### config.mk
export PLATFORM = sky130hd
export DESIGN_NAME = text_console_cursor_engine_unit
export DESIGN_NICKNAME = d
export VERILOG_FILES = /design/src/hw/rtl/tcce_pkg.sv /design/src/hw/rtl/text_console_cursor_engine_unit.sv /design/src/hw/rtl/tcce_regs.sv /design/src/hw/rtl/tcce_cursor.sv /design/src/hw/rtl/tcce_skid.sv
export SDC_FILE = /design/constraint.sdc
export NUM_CORES = 1
export LEC_CHECK = 0
export ABC_AREA = 1
export ABC_CLOCK_PERIOD_IN_PS = 4700
export BUFFER_PORTS_ARGS = -buffer_cell sky130_fd_sc_hd__buf_2
export CORE_ASPECT_RATIO = 1.25
export CORE_MARGIN = 5
export CORE_UTILIZATION = 58
export CTS_CLUSTER_DIAMETER = 50
export DETAILED_ROUTE_END_ITERATION = 10
export MAX_ROUTING_LAYER = met4
export PLACE_DENSITY = 0.82
export SETUP_SLACK_MARGIN = 0.02
export SLEW_MARGIN = 20
export SYNTH_ARGS = -nofsm -noshare
export SYNTH_HDL_FRONTEND = slang
export SYNTH_SLANG_ARGS = --single-unit
### constraint.sdc
create_clock -name clk -period 4.7 [get_ports clk]
set_input_delay 0.705 -clock clk [delete_from_list [all_inputs] [get_ports clk]]
set_output_delay 0.705 -clock clk [all_outputs]
set_load 0.01 [all_outputs]
### src/hw/rtl/tcce_pkg.sv
// Shared types and constants for the text console cursor engine.
// No dependencies; every other file imports this package.
`timescale 1ns / 1ps

package tcce_pkg;

    localparam int CoordWidth  = 8;
    localparam int CharWidth   = 8;
    localparam int ApbAddrW    = 3;
    localparam int ApbDataW    = 32;
    localparam int SDataW      = 8;
    localparam int MDataW      = 32;

    localparam logic [CharWidth-1:0] CODE_NEWLINE   = 8'd10;
    localparam logic [CharWidth-1:0] CODE_RETURN    = 8'd13;
    localparam logic [CharWidth-1:0] CODE_BACKSPACE = 8'd8;
    localparam logic [CharWidth-1:0] PRINT_LOW      = 8'd32;
    localparam logic [CharWidth-1:0] PRINT_HIGH     = 8'd126;

    localparam logic [CoordWidth-1:0] COLUMNS_RESET = 8'd80;
    localparam logic [CoordWidth-1:0] ROWS_RESET    = 8'd25;

    typedef enum logic [1:0] {
        ACT_NONE  = 2'd0,
        ACT_DRAW  = 2'd1,
        ACT_ERASE = 2'd2
    } cell_action_t;

    typedef enum logic {
        REG_COLUMNS = 1'b0,
        REG_ROWS    = 1'b1
    } reg_index_t;

    typedef struct packed {
        logic [CoordWidth-1:0] columns;
        logic [CoordWidth-1:0] rows;
    } geom_t;

    typedef struct packed {
        cell_action_t          cell_action;
        logic [CharWidth-1:0]  glyph_code;
        logic [CoordWidth-1:0] cell_column;
        logic [CoordWidth-1:0] cell_row;
        logic                  scroll_up;
    } result_t;

endpackage

### src/hw/rtl/text_console_cursor_engine_unit.sv
// Text console cursor engine: one character byte in, one cell command out per beat.
// Takes a new character every cycle while the output buffer has room; each command is
// registered on its way out to m_tdata. The cursor update is a handful of compares and
// increments on the column and row registers, done in the cycle of acceptance, and a
// two-entry output buffer lets input continue for one beat while the sink stalls.
// Depends on tcce_pkg, tcce_regs, tcce_cursor and tcce_skid.
`timescale 1ns / 1ps

module text_console_cursor_engine_unit (
    input  logic                           clk,
    input  logic                           rst_n,
    // APB configuration
    input  logic                           psel,
    input  logic                           penable,
    input  logic                           pwrite,
    input  logic [tcce_pkg::ApbAddrW-1:0]  paddr,
    input  logic [tcce_pkg::ApbDataW-1:0]  pwdata,
    output logic [tcce_pkg::ApbDataW-1:0]  prdata,
    output logic                           pready,
    // character stream
    input  logic                           s_tvalid,
    output logic                           s_tready,
    input  logic [tcce_pkg::SDataW-1:0]    s_tdata,  // [7:0] char_code
    // cell command stream
    output logic                           m_tvalid,
    input  logic                           m_tready,
    output logic [tcce_pkg::MDataW-1:0]    m_tdata,  // [7:0] glyph_code, [15:8] cell_column,
                                                     // [23:16] cell_row, [24] scroll_up,
                                                     // [31:25] zero
    output logic [1:0]                     m_tuser   // [1:0] cell_action
);
    import tcce_pkg::*;

    geom_t   geom;
    result_t cur_res;
    result_t out_res;
    logic    accept;

    assign accept = s_tvalid & s_tready;

    tcce_regs u_regs (
        .clk     (clk),
        .rst_n   (rst_n),
        .psel    (psel),
        .penable (penable),
        .pwrite  (pwrite),
        .paddr   (paddr),
        .pwdata  (pwdata),
        .prdata  (prdata),
        .pready  (pready),
        .geom    (geom)
    );

    tcce_cursor u_cursor (
        .clk       (clk),
        .rst_n     (rst_n),
        .accept    (accept),
        .char_code (s_tdata[CharWidth-1:0]),
        .geom      (geom),
        .res       (cur_res)
    );

    tcce_skid u_skid (
        .clk       (clk),
        .rst_n     (rst_n),
        .in_valid  (s_tvalid),
        .in_ready  (s_tready),
        .in_data   (cur_res),
        .out_valid (m_tvalid),
        .out_ready (m_tready),
        .out_data  (out_res)
    );

    assign m_tdata = {{(MDataW-CharWidth-2*CoordWidth-1){1'b0}}, out_res.scroll_up,
                      out_res.cell_row, out_res.cell_column, out_res.glyph_code};
    assign m_tuser = out_res.cell_action;

endmodule

### src/hw/rtl/tcce_regs.sv
// APB register file holding the screen geometry (columns, rows).
// Depends on tcce_pkg.
`timescale 1ns / 1ps

module tcce_regs (
    input  logic                           clk,
    input  logic                           rst_n,
    input  logic                           psel,
    input  logic                           penable,
    input  logic                           pwrite,
    input  logic [tcce_pkg::ApbAddrW-1:0]  paddr,
    input  logic [tcce_pkg::ApbDataW-1:0]  pwdata,
    output logic [tcce_pkg::ApbDataW-1:0]  prdata,
    output logic                           pready,
    output tcce_pkg::geom_t                geom
);
    import tcce_pkg::*;

    logic [CoordWidth-1:0] columns_reg, columns_next;
    logic [CoordWidth-1:0] rows_reg, rows_next;
    logic                  wr_en;
    reg_index_t            idx;

    assign pready = 1'b1;
    assign wr_en  = psel & penable & pwrite & pready;
    assign idx    = reg_index_t'(paddr[2]);

    always_comb
    begin
        columns_next = columns_reg;
        rows_next    = rows_reg;
        if (wr_en)
        begin
            unique case (idx)
                REG_COLUMNS: columns_next = pwdata[CoordWidth-1:0];
                REG_ROWS:    rows_next    = pwdata[CoordWidth-1:0];
                default:     ;
            endcase
        end
    end

    always_comb
    begin
        unique case (idx)
            REG_COLUMNS: prdata = {{(ApbDataW-CoordWidth){1'b0}}, columns_reg};
            REG_ROWS:    prdata = {{(ApbDataW-CoordWidth){1'b0}}, rows_reg};
            default:     prdata = '0;
        endcase
    end

    always_ff @(posedge clk or negedge rst_n)
    begin
        if (!rst_n)
        begin
            columns_reg <= COLUMNS_RESET;
            rows_reg    <= ROWS_RESET;
        end
        else
        begin
            columns_reg <= columns_next;
            rows_reg    <= rows_next;
        end
    end

    assign geom.columns = columns_reg;
    assign geom.rows    = rows_reg;

endmodule

### src/hw/rtl/tcce_cursor.sv
// Cursor state and per-character command logic.
// Depends on tcce_pkg.
`timescale 1ns / 1ps

module tcce_cursor (
    input  logic                             clk,
    input  logic                             rst_n,
    input  logic                             accept,
    input  logic [tcce_pkg::CharWidth-1:0]   char_code,
    input  tcce_pkg::geom_t                  geom,
    output tcce_pkg::result_t                res
);
    import tcce_pkg::*;

    logic [CoordWidth-1:0] col_reg, col_next;
    logic [CoordWidth-1:0] row_reg, row_next;
    logic [CoordWidth-1:0] ncols, nrows;
    logic [CoordWidth-1:0] col_c, row_c;
    logic [CoordWidth:0]   col_inc, row_inc;
    logic                  last_row;
    logic                  printable;

    // zero geometry acts as one
    assign ncols = (geom.columns == '0) ? CoordWidth'(1) : geom.columns;
    assign nrows = (geom.rows == '0) ? CoordWidth'(1) : geom.rows;

    // clamp a cursor left outside a shrunken screen
    assign col_c = (col_reg >= ncols) ? ncols - CoordWidth'(1) : col_reg;
    assign row_c = (row_reg >= nrows) ? nrows - CoordWidth'(1) : row_reg;

    assign col_inc   = {1'b0, col_c} + (CoordWidth+1)'(1);
    assign row_inc   = {1'b0, row_c} + (CoordWidth+1)'(1);
    assign last_row  = row_inc >= {1'b0, nrows};
    assign printable = (char_code >= PRINT_LOW) && (char_code <= PRINT_HIGH);

    always_comb
    begin
        col_next        = col_c;
        row_next        = row_c;
        res.cell_action = ACT_NONE;
        res.glyph_code  = '0;
        res.cell_column = '0;
        res.cell_row    = '0;
        res.scroll_up   = 1'b0;
        if (char_code == CODE_NEWLINE)
        begin
            col_next      = '0;
            row_next      = last_row ? row_c : row_inc[CoordWidth-1:0];
            res.scroll_up = last_row;
        end
        else if (char_code == CODE_RETURN)
        begin
            col_next = '0;
        end
        else if (char_code == CODE_BACKSPACE)
        begin
            if (col_c != '0)
            begin
                col_next        = col_c - CoordWidth'(1);
                res.cell_action = ACT_ERASE;
                res.cell_column = col_c - CoordWidth'(1);
                res.cell_row    = row_c;
            end
            else if (row_c != '0)
            begin
                col_next        = ncols - CoordWidth'(1);
                row_next        = row_c - CoordWidth'(1);
                res.cell_action = ACT_ERASE;
                res.cell_column = ncols - CoordWidth'(1);
                res.cell_row    = row_c - CoordWidth'(1);
            end
        end
        else if (printable)
        begin
            res.cell_action = ACT_DRAW;
            res.glyph_code  = char_code;
            res.cell_column = col_c;
            res.cell_row    = row_c;
            if (col_inc >= {1'b0, ncols})
            begin
                // wrap to the next row
                col_next      = '0;
                row_next      = last_row ? row_c : row_inc[CoordWidth-1:0];
                res.scroll_up = last_row;
            end
            else
            begin
                col_next = col_inc[CoordWidth-1:0];
            end
        end
    end

    always_ff @(posedge clk or negedge rst_n)
    begin
        if (!rst_n)
        begin
            col_reg <= '0;
            row_reg <= '0;
        end
        else if (accept)
        begin
            col_reg <= col_next;
            row_reg <= row_next;
        end
    end

endmodule

### src/hw/rtl/tcce_skid.sv
// Output register with a skid stage for the result stream.
// Depends on tcce_pkg.
`timescale 1ns / 1ps

module tcce_skid (
    input  logic                clk,
    input  logic                rst_n,
    input  logic                in_valid,
    output logic                in_ready,
    input  tcce_pkg::result_t   in_data,
    output logic                out_valid,
    input  logic                out_ready,
    output tcce_pkg::result_t   out_data
);
    import tcce_pkg::*;

    result_t main_reg, main_next;
    result_t skid_reg, skid_next;
    logic    main_valid_reg, main_valid_next;
    logic    skid_valid_reg, skid_valid_next;
    logic    push, pop;

    assign in_ready = ~skid_valid_reg;
    assign push     = in_valid & in_ready;
    assign pop      = main_valid_reg & out_ready;

    always_comb
    begin
        main_next       = main_reg;
        skid_next       = skid_reg;
        main_valid_next = main_valid_reg;
        skid_valid_next = skid_valid_reg;
        if (skid_valid_reg)
        begin
            // advance the held beat once the sink takes the current one
            if (pop)
            begin
                main_next       = skid_reg;
                skid_valid_next = 1'b0;
            end
        end
        else if (push)
        begin
            if (!main_valid_reg || pop)
            begin
                main_next       = in_data;
                main_valid_next = 1'b1;
            end
            else
            begin
                skid_next       = in_data;
                skid_valid_next = 1'b1;
            end
        end
        else if (pop)
        begin
            main_valid_next = 1'b0;
        end
    end

    always_ff @(posedge clk or negedge rst_n)
    begin
        if (!rst_n)
        begin
            main_valid_reg <= 1'b0;
            skid_valid_reg <= 1'b0;
        end
        else
        begin
            main_valid_reg <= main_valid_next;
            skid_valid_reg <= skid_valid_next;
        end
    end

    always_ff @(posedge clk)
    begin
        main_reg <= main_next;
        skid_reg <= skid_next;
    end

    assign out_valid = main_valid_reg;
    assign out_data  = main_reg;

endmodule

# ---- After elaboration in Yosys (flattened, before gate mapping)
# Index checks and enable logic that the tools add are counted.
dict set report word_totals {
  register_bits 88
  inputBits 50
  out_inout_bits 69
  elab_cells 99
}
dict set report classes {
  addsub 6
  order_cmp 6
  eq_ne 5
  n_mux 44
  bitwise 7
  reduce_logical 15
}
# operator count
set ops {}
lappend ops {{$mux W8} 20}
lappend ops {{$mux W27} 5}
lappend ops {{$pmux W32 S2} 1}
lappend ops {{$mux W26} 2}
lappend ops {{$mux W16} 3}
lappend ops {{$sub A8 B1 Y8 const B} 4}
lappend ops {{$eq A8 B4 Y1 const B} 3}
lappend ops {{$add A8 B1 Y9 const B} 2}
lappend ops {{$ge A9 B8 Y1} 2}
lappend ops {{$ge A8 B8 Y1} 2}
lappend ops {{$logic_not A8 Y1} 2}
lappend ops {{$reduce_bool A8 Y1} 2}
lappend ops {{$mux W1} 10}
lappend ops {{$reduce_and A3 Y1} 3}
lappend ops {{$ge A8 B6 Y1 const B} 1}
lappend ops {{$le A8 B7 Y1 const B} 1}
lappend ops {{$mux W2} 3}
lappend ops {{$reduce_bool A2 Y1} 3}
lappend ops {{$and A1 B1 Y1} 4}
lappend ops {{$reduce_and A2 Y1} 2}
lappend ops {{$not A1 Y1} 3}
lappend ops {{$ne A2 B1 Y1 const B} 1}
lappend ops {{$ne A2 B2 Y1 const B} 1}
lappend ops {{$logic_and A1 B1 Y1} 1}
lappend ops {{2 further kinds} 2}

# ---- Longest topological paths before layout
dict set report depth {
  ltp_word 14
  mapped_depth 38
  depth_no_buf 37
}

# ---- By module
# Synthesis repeated with hierarchy kept, for this count alone.
dict set report hier_totals {
  hier_cells 1008
  area_unflattened_um2 7159.4
}
# module instances cells_per_inst area_each_um2 seq_area_each_um2
set by_module_without_submodules {}
lappend by_module_without_submodules {tcce_cursor 1 714 4065.1 400.4}
lappend by_module_without_submodules {tcce_skid 1 159 2074.5 1671.6}
lappend by_module_without_submodules {tcce_regs 1 125 955.9 406.6}
lappend by_module_without_submodules {text_console_cursor_engine_unit 1 10 63.8 0.0}

# ---- Least setup slack after synthesis
# OpenSTA, ideal clock, no wires.
dict set report synth_path {
  path_kind {reg-to-reg}
  start {reg u_regs.rows_reg[2]}
  end {reg u_cursor.row_reg[4]}
  setup_time_ns 0.117
  t_arrival_ns 4.169
  required_ns 4.583
  slack_ns 0.413
  stages_incl_launch_ff 36
  n_path_buf 2
  period_less_slack_ns 4.287
  path_cell_list {dfrtp_1 -> buf_4 -> nor2_2 -> nand4_1 -> nand2_1 -> ha_1 -> nand2_1 -> nor2_1 -> nor2_1 -> nand2_1 -> nand2_2 -> nand2_2 -> buf_6 -> nand2_1 -> o21ai_2 -> inv_1 -> ha_1 -> nand3_1 -> nor2_2 -> xor2_1 -> inv_1 -> ha_1 -> a21oi_1 -> o211ai_1 -> nand3_1 -> nand2_1 -> nand2_1 -> nand2_1 -> nor2_1 -> nand2_2 -> inv_2 -> nand2_1 -> nand3_1 -> nand3_1 -> nor2_1 -> nor2_1}
}
dict set report synth_via {
  elab_chain_len 12
  word_cells_on_any_way 17
  cone_classes {add/sub: 3; order compare: 2; mux: 10; reduce/logical: 2}
}
# element line
set synth_rtl {}
lappend synth_rtl {{start: declaration} tcce_regs.sv:20} ;# logic [CoordWidth-1:0] rows_reg, rows_next;
lappend synth_rtl {{start signal: assignment} tcce_regs.sv:61} ;# rows_reg <= rows_next;
lappend synth_rtl {{$logic_not A8 Y1} tcce_cursor.sv:25} ;# assign nrows = (geom.rows == '0) ? CoordWidth'(1) : geom.rows;
lappend synth_rtl {{$mux W8 (*)} tcce_cursor.sv:25}
lappend synth_rtl {{$sub A8 B1 Y8 or $ge A8 B8 Y1 (tied branches)} tcce_cursor.sv:29} ;# assign row_c = (row_reg >= nrows) ? nrows - CoordWidth'(1) : row_reg;
lappend synth_rtl {{$mux W8} tcce_cursor.sv:29}
lappend synth_rtl {{$add A8 B1 Y9} tcce_cursor.sv:32} ;# assign row_inc = {1'b0, row_c} + (CoordWidth+1)'(1);
lappend synth_rtl {{$ge A9 B8 Y1} tcce_cursor.sv:33} ;# assign last_row = row_inc >= {1'b0, nrows};
lappend synth_rtl {{$mux W8} {tcce_cursor.sv:48, tcce_cursor.sv:83}}
lappend synth_rtl {{$mux W8} tcce_cursor.sv:79} ;# if (col_inc >= {1'b0, ncols})
lappend synth_rtl {{$mux W8} tcce_cursor.sv:73} ;# else if (printable)
lappend synth_rtl {{$mux W8} tcce_cursor.sv:55} ;# else if (char_code == CODE_BACKSPACE)
lappend synth_rtl {{$mux W8} tcce_cursor.sv:51} ;# else if (char_code == CODE_RETURN)
lappend synth_rtl {{$mux W8 (*)} tcce_cursor.sv:45} ;# if (char_code == CODE_NEWLINE)
lappend synth_rtl {{end signal: assignment} tcce_cursor.sv:103} ;# row_reg <= row_next;
lappend synth_rtl {{end: declaration} tcce_cursor.sv:16} ;# logic [CoordWidth-1:0] row_reg, row_next;
# Every way passes the cells marked *; elsewhere a longest branch is shown, timed or not.
# A chain may end at the register's enable or synchronous reset.

# ---- Final worst setup path
dict set report layout_path {
  start {reg u_regs.columns_reg[4]}
  end {reg u_cursor.col_reg[4]}
}
dict set report layout_via {
  elab_chain_len 11
  word_cells_on_any_way 16
  cone_classes {add/sub: 3; order compare: 2; mux: 9; reduce/logical: 2}
}
# element line
set layout_rtl {}
lappend layout_rtl {{start: declaration} tcce_regs.sv:19} ;# logic [CoordWidth-1:0] columns_reg, columns_next;
lappend layout_rtl {{start signal: assignment} tcce_regs.sv:60} ;# columns_reg <= columns_next;
lappend layout_rtl {{$logic_not A8 Y1} tcce_cursor.sv:24} ;# assign ncols = (geom.columns == '0) ? CoordWidth'(1) : geom.columns;
lappend layout_rtl {{$mux W8 (*)} tcce_cursor.sv:24}
lappend layout_rtl {{$sub A8 B1 Y8 or $ge A8 B8 Y1 (tied branches)} {tcce_cursor.sv:28, tcce_cursor.sv:66}}
lappend layout_rtl {{$mux W8} tcce_cursor.sv:28} ;# assign col_c = (col_reg >= ncols) ? ncols - CoordWidth'(1) : col_reg;
lappend layout_rtl {{$add A8 B1 Y9} tcce_cursor.sv:31} ;# assign col_inc = {1'b0, col_c} + (CoordWidth+1)'(1);
lappend layout_rtl {{$ge A9 B8 Y1} tcce_cursor.sv:79}
lappend layout_rtl {{$mux W8} tcce_cursor.sv:79}
lappend layout_rtl {{$mux W8} tcce_cursor.sv:73}
lappend layout_rtl {{$mux W8 (*)} tcce_cursor.sv:55}
lappend layout_rtl {{$mux W8 (*)} tcce_cursor.sv:51}
lappend layout_rtl {{$mux W8 (*)} tcce_cursor.sv:45}
lappend layout_rtl {{end signal: assignment} tcce_cursor.sv:102} ;# col_reg <= col_next;
lappend layout_rtl {{end: declaration} tcce_cursor.sv:15} ;# logic [CoordWidth-1:0] col_reg, col_next;
# Marks and branches as above.

==> results.json <==
{
  "max_slew_margin_pct": 36.95,
  "yosys_most_used_dff": "edfxtp_1",
  "clock-sinks": 88,
  "wl_per_cell_um": 14.13,
  "layout_common_cells": "nand2_1, inv_1, buf_2, nand3_1",
  "yosys.cell_types.count": 52,
  "fillers": 948,
  "rsz0062_at_grt": "false",
  "mostFrequentLayoutCell": "nand2_1",
  "area_delta_synth_final_pct": 13.49,
  "cpPeakStageDelay_ps": 560,
  "cts_buffers": 9,
  "place_inst": 1113,
  "multi_input_area_sq_um": 3724,
  "grtUsageMet2_pct": 37.40,
  "min_period_ps": 4402,
  "ys_seq_elements": 88,
  "drv_slew": 0,
  "power_density_nw_per_um2": 831.2,
  "skew_ps": 8.250,
  "root_buffer": "clkbuf_16",
  "cp_common_cell": "nand2_1",
  "grt_max_degree": 35,
  "port_buffers": 60,
  "die_y_um": 131.3,
  "pin_count": 119,
  "grt_first_pass_wirelength_um": 26220,
  "place_hpwl_um": 12010,
  "status": "finished, final reports clean",
  "synth_warnings": 0,
  "instances_no_fill": 1135,
  "n_antenna_cell": 0,
  "worst_slew_pin_slew_ps": 938.6,
  "place_area_sq_um": 7320,
  "rows": 44,
  "critPathArrivalTime_ps": 4660,
  "hold_violations": 0,
  "drive_gt1_share_pct": 21.46,
  "synthCells": 903,
  "fmax_ghz": 0.2272,
  "clockBufferDepth": 2,
  "hp-class": "input pin to async pin",
  "routed_wirelength_um": 16030,
  "critPathRequiredTime_ps": 4950,
  "grt_overflow": 0,
  "drt_pass1_iterations": 5,
  "fp.dieW_um": 107.0,
  "fin_nets": 1081,
  "avgSynthCellArea_sq_um": 7.558,
  "antenna_found_initial": 0,
  "cp_slowest_cell": "dfstp_2",
  "synth_top_cell_by_area": "edfxtp_1",
  "startpoint_type": "flip-flop",
  "die-area_sq_um": 14050,
  "synth_top_area_share_pct": 23.76,
  "vias_per_cell": 5.367,
  "clk_latency_ps": 350,
  "initial_core_util_pct": 59.04,
  "critical_path.max_fanout": 7,
  "ys_async_sr_fraction_pct": 38.64,
  "drc": 0,
  "netlist_area_sq_um": 6825,
  "leakage_uw": 0.003904,
  "htreeDepth": 3,
  "top_usage_layer": "met2",
  "final_area_sq_um": 7746,
  "drtIter0Drc": 452,
  "critPathCaptureType": "flip-flop",
  "vias": 6092,
  "grtUsageMet1_pct": 29.31,
  "gr-usage-all-layers_pct": 23.42,
  "synth_edf_count": 54,
  "period_share_pct": 93.66,
  "met3_usage_pct": 3.680,
  "ys_top_cells_by_area": "edfxtp_1, nand2_1, dfrtp_1",
  "critPathKind": "flip-flop to flip-flop",
  "regArea_sq_um": 2481,
  "drv_cap": 0,
  "ys_seq_area_share_pct": 36.32,
  "finalSetupTns_ps": 0,
  "vdd_drop_max_uv": 307.7,
  "setup_viol": 0,
  "first_global_vias": 5648,
  "drtAntennaViolNets": 0,
  "place_congestion": 0.9531,
  "path_clk_slew_ps": 70,
  "coreArea_sq_um": 11560,
  "cts_tree": "yes"
}
==> metrics by stage <==
step,utilization (%),total power [uW],worst slack [ps],hold slack [ps]
floorplan,-,4421,413.5,409.4
global placement,63.31,5336,285.3,464.7
detailed placement,63.31,5429,226.2,473.0
CTS,66.11,6244,148.1,464.4
global route,67.00,7003,1.718,505.3
finish,67.00,6439,298.0,437.1
==> power breakdown <==
part	internal (uW)	switching [uW]	leakage (uW)
registers	1150	128	0.000921
clock network	470	314	0.000157
logic	1610	2770	0.00283
==> logic make-up after synthesis <==
family	count (synthesis)	synth area share, %
buf+inv	169	11.68
fa+ha+maj	39	7.149
xor+xnor	17	2.182
compound gates	116	10.45
other cells	2	0.1100
simple gates	472	32.12
flops	88	36.32
==> per-layer routing <==
metal	vias up	part of all wire, %
met5	-	0
li1	3051	-
met4	0	3.2
met2	247	48
met3	41	6.1
met1	2753	43
==> worst paths after layout <==
path	depth (start not counted)	from	endpoint	slack, ps
setup / recovery	35	u_regs.columns_reg[4]$_DFFE_PN1P_	u_cursor.col_reg[4]$_DFFE_PN0P_	300
hold / removal	1	rst_n	u_cursor.row_reg[2]$_DFFE_PN0P_	440
setup reg to reg	35	u_regs.columns_reg[4]$_DFFE_PN1P_	u_cursor.col_reg[4]$_DFFE_PN0P_	300
hold reg to reg	2	u_regs.columns_reg[0]$_DFFE_PN0P_	u_regs.columns_reg[0]$_DFFE_PN0P_	490
max in group asynchronous	1	rst_n	u_regs.columns_reg[2]$_DFFE_PN0P_	3690
min in group clk	2	u_regs.columns_reg[0]$_DFFE_PN0P_	u_regs.columns_reg[0]$_DFFE_PN0P_	490
==> cell type report <==
cell class                      instances  share of cell area, %
Clock inverter                          6                  1.228
Timing Repair Buffer                  101                  7.850
Inverter                              115                  5.637
Clock buffer                           10                  2.956
Multi-Input combinational cell        677                  48.07
Tap cell                              138                  2.229
Sequential cell                        88                  32.03
==> critical path, delay by kind of cell (launching register included) <==
family	cells	cell delay, ps
AO/OA/AOI/OAI	5	590
adder cells (fa/ha/maj)	3	770
AND/OR/NAND/NOR	22	1890
flip-flops	1	560
XOR/XNOR	1	160
buffers and inverters	4	330
==> timing repair <==
item,CTS,global route
gates resized for setup,0,18
setup endpoints to repair,0,17
hold buffers,0,0
buffers inserted,0,6
==> cells in the mapped netlist, types with 5 or more instances <==
master and n:
a21oi_1 26, buf_4 35, clkbuf_1 12, dfrtp_1 29, dfstp_2 5, edfxtp_1 54
ha_1 39, inv_1 100, inv_2 13, nand2_1 275, nand2_2 13, nand2_4 13
nand3_1 57, nand3b_1 6, nand4_1 16, nor2_1 59, nor2_2 10, nor3_1 6
o211ai_1 7, o21ai_0 40, o21ai_1 18, o21ai_2 6, xor2_1 14
(Power assumes the default switching activity.)
